<file path="src/hw/rtl/lz77wd_pkg.sv">
// Shared types and constants for the LZ77 window decoder.
// Used by lz77wd_ctrl, lz77wd_dp and lz77_window_decoder_top.
package lz77wd_pkg;

  localparam int HISTORY_DEPTH = 4096;
  localparam int HIST_AW       = $clog2(HISTORY_DEPTH);

  localparam logic [4:0] LEN_BIAS   = 5'd3;
  localparam logic [3:0] FLAG_COUNT = 4'd8;
  localparam logic [1:0] HDR_LAST   = 2'd3;

  typedef enum logic [1:0] {
    PH_HEADER,
    PH_FLAG,
    PH_TOKEN,
    PH_REF_LO
  } phase_t;

  typedef enum logic [1:0] {
    ST_IDLE,
    ST_LIT,
    ST_RD,
    ST_CP
  } ctrl_state_t;

  typedef struct packed {
    logic accept;
    logic emit_lit;
    logic rd;
    logic emit_cp;
  } dp_cmd_t;

  typedef struct packed {
    logic lit_tok;
    logic ref_tok;
    logic copy_last;
    logic out_free;
  } dp_sts_t;

endpackage

</file>
<file path="src/hw/rtl/lz77wd_ctrl.sv">
// Controller state machine for the LZ77 window decoder.
// Depends on lz77wd_pkg; drives commands into lz77wd_dp.
module lz77wd_ctrl import lz77wd_pkg::*; (
  input  logic    clk,
  input  logic    rst_n,
  input  logic    in_tvalid,
  output logic    in_tready,
  input  dp_sts_t sts,
  output dp_cmd_t cmd
);

  ctrl_state_t state_r, state_nxt;

  always_ff @(posedge clk) begin
    if (!rst_n) begin
      state_r <= ST_IDLE;
    end else begin
      state_r <= state_nxt;
    end
  end

  always_comb begin
    state_nxt = state_r;
    cmd       = '0;
    in_tready = 1'b0;
    unique case (state_r)
      ST_IDLE: begin
        in_tready  = 1'b1;
        cmd.accept = in_tvalid;
        if (in_tvalid) begin
          if (sts.lit_tok) begin
            state_nxt = ST_LIT;
          end else if (sts.ref_tok) begin
            state_nxt = ST_RD;
          end
        end
      end
      ST_LIT: begin
        if (sts.out_free) begin
          cmd.emit_lit = 1'b1;
          state_nxt    = ST_IDLE;
        end
      end
      ST_RD: begin
        cmd.rd    = 1'b1;
        state_nxt = ST_CP;
      end
      ST_CP: begin
        if (sts.out_free) begin
          cmd.emit_cp = 1'b1;
          state_nxt   = sts.copy_last ? ST_IDLE : ST_RD;
        end
      end
      default: state_nxt = ST_IDLE;
    endcase
  end

endmodule

</file>
<file path="config.mk">
export PLATFORM = sky130hd
export DESIGN_NAME = lz77wd_ctrl
export DESIGN_NICKNAME = d
export VERILOG_FILES = /design/src/hw/rtl/lz77wd_pkg.sv /design/src/hw/rtl/lz77wd_ctrl.sv
export SDC_FILE = /design/constraint.sdc
export NUM_CORES = 1
export LEC_CHECK = 0
export BUFFER_PORTS_ARGS = -buffer_cell sky130_fd_sc_hd__buf_4
export CORE_AREA = 2 2 39 41
export CTS_CLUSTER_DIAMETER = 200
export DETAILED_ROUTE_END_ITERATION = 12
export DIE_AREA = 0 0 41 43
export HOLD_SLACK_MARGIN = 0.02
export SYNTH_ARGS = -nofsm -noshare
export SYNTH_HDL_FRONTEND = slang
export SYNTH_SLANG_ARGS = --single-unit
</file>
<file path="constraint.sdc">
create_clock -name clk -period 2.1 [get_ports clk]
set_input_delay 0.105 -clock clk [delete_from_list [all_inputs] [get_ports clk]]
set_output_delay 0.105 -clock clk [all_outputs]
set_load 0.05 [all_outputs]
</file>
==> impl_metrics.json <==
{
  "outcome": "complete, no violations",
  "synth.distinct_cells": 11,
  "layout-drive-gt1-share_pct": 59.26,
  "drtIter0Drc": 3,
  "port_buffers": 11,
  "drt-pass1-iter-count": 2,
  "place_ws_ps": 1192,
  "synth.avg_cell_area_um2": 8.758,
  "grt_overflow": 0,
  "slowest_delay_ps": 400,
  "antenna_cells": 0,
  "p_int_uw": 126.5,
  "largest_reg_flops": 2,
  "core_um2": 1384,
  "ir_drop_uv": 104.6,
  "hold_viol_final": 0,
  "die_w_um": 41,
  "p_clk_share_pct": 45.3,
  "min_path_type": "in2reg",
  "seqPwrFrac_pct": 24.8,
  "ys_seq_area_share_pct": 35.16,
  "dieArea_um2": 1763,
  "worst_setup_path_start_kind": "flop",
  "relSlewSlack_pct": 83.77,
  "yosys_warnings": 0,
  "net-switching-power_uw": 55.73,
  "grt_max_degree": 8,
  "syn2layout_area_growth_pct": 109.9,
  "crit_chain": "and2b_2 > buf_4",
  "cts_setup_buffers": 0,
  "period_share_pct": 54.31,
  "setup-violations-final": 0,
  "grt_pass1_vias": 143,
  "switching_share_pct": 30.58,
  "slowest_stage": "dfxtp_1",
  "crit_fanout": 7,
  "ios": 12,
  "maxSlewViolCount": 0,
  "synth_seq_cells": 2,
  "tightest_slew_ps": 240.2,
  "setup.worst_path.end_class": "output port",
  "antenna_found_initial": 0,
  "crit_type": "reg2out",
  "drv_cap": 0,
  "cts.sinks": 2,
  "die_h_um": 43,
  "syn_nets": 20,
  "ant_nets": 0,
  "cp.required_ps": 2000,
  "cts-root-buf": "clkbuf_4",
  "combPwrFrac_pct": 29.9,
  "top_register": "state_r",
  "setup-tns-final_ps": 0,
  "drc": 0,
  "wl_per_cell_um": 7.209,
  "clkTransAtPathRegs_ps": 30,
  "syn_area_um2": 113.9,
  "final_util_pct": 17.27,
  "nets": 36,
  "ctsHoldBuffers": 0,
  "cts_resized": 0,
  "grt_pass1_wl_um": 448,
  "cts_inserted_buffers": 3,
  "num_vias": 145,
  "grtUsageTotal_pct": 4.404,
  "routed_wirelength_um": 310,
  "place_congestion": 0.5256,
  "initial_core_util_pct": 8.228,
  "clkLatencyLatePin_ps": 220,
  "rows": 14,
  "rsz0062_at_grt": "false",
  "viasPerCell": 3.372,
  "setup_slack_ps": 959.4,
  "max_freq_ghz": 0.8768,
  "cts_tree": "yes",
  "cts.htree.levels": 1,
  "reg_top3": "state_r (2)",
  "powerDensity_nw_per_um2": 762.5,
  "syn_inst": 13,
  "clk_path_buf_depth": 2,
  "arrival_ps": 1040,
  "skew_ps": 0.05819,
  "fin_crit_ps": 1141,
  "leakagePower_nw": 0.1347
}
cells by family after synthesis:
kind of cell | count (synthesis) | share of synthesized area, %
flops | 2 | 35.17
compound gates | 2 | 16.49
simple gates | 9 | 48.36
worst max-delay path, delay by kind of cell (launching register included):
kind          cells  cell delay, ps
flops             1             400
buf+inv           1             180
simple gates      1             230
layer usage:
layer	track usage, %	vias to the layer above	wire [µm]
li1	-	76	-
met1	2.229	58	100
met2	6.875	11	156
met3	1.571	0	52
met4	8.000	0	0
met5	0	-	0
cell usage in the layout, fill, tap and decap left out:
master / count
o211a_1: 1
clkbuf_4: 3
buf_4: 11
nand3_1: 1
and3_1: 1
and2_1: 1
nor2_1: 2
nand2_1: 1
and3_2: 1
and2b_2: 1
nor4bb_1: 1
dfxtp_1: 2
a211o_1: 1
power groups by stage:
| stage | registers (mW) | logic, mW | clock network [mW] |
|---|---|---|---|
| floorplan | 0.0448 | 0.0343 | 0 |
| finish | 0.0452 | 0.0544 | 0.0826 |
| global route | 0.0458 | 0.0581 | 0.0911 |
| detailed placement | 0.0456 | 0.0547 | 0 |
| global placement | 0.0457 | 0.0549 | 0 |
| CTS | 0.0451 | 0.0549 | 0.0888 |
per-stage QoR:
| stage | cell area [µm²] | std cells | power, mW | hold WS (ps) |
|---|---|---|---|---|
| 6_report | 239.0 | 43 | 0.1822 | 115.4 |
| 5_1_grt | 239.0 | 43 | 0.1950 | 125.0 |
| 4_1_cts | 239.0 | 43 | 0.1889 | 109.2 |
| 3_5_place_dp | 216.5 | 40 | 0.1004 | 341.4 |
| 3_3_place_gp | 216.5 | 40 | 0.1006 | 347.3 |
| 2_1_floorplan | 113.9 | 13 | 0.07918 | 238.4 |
Yosys cell counts, drive strengths merged:
cell type | count | area (µm²)
and3 | 2 | 13.77
dfxtp | 2 | 40.04
nor2 | 2 | 7.510
a211o | 1 | 8.760
and2 | 1 | 6.260
and2b | 1 | 8.760
nand2 | 1 | 3.750
nand3 | 1 | 5.000
nor4bb | 1 | 10.01
o211a | 1 | 10.01
path summary, 6_finish.rpt:
check | cells after the start | from | slack (ps) | end
max | 2 | state_r[0] | 960 | cmd[1]
min | 2 | rst_n | 120 | state_r[1]
max reg2reg | 2 | state_r[1] | 1200 | state_r[0]
min reg2reg | 1 | state_r[1] | 590 | state_r[1]
layout make-up:
| class | instances | area, µm² |
|---|---|---|
| well taps | 16 | 20.02 |
| clock buffers | 3 | 22.52 |
| repair buffers | 11 | 82.58 |
| multi-input cells | 11 | 73.82 |
| fillers | 156 | 1145 |
| flip-flops and latches | 2 | 40.04 |
No activity file was read; power rests on OpenSTA's default activity.
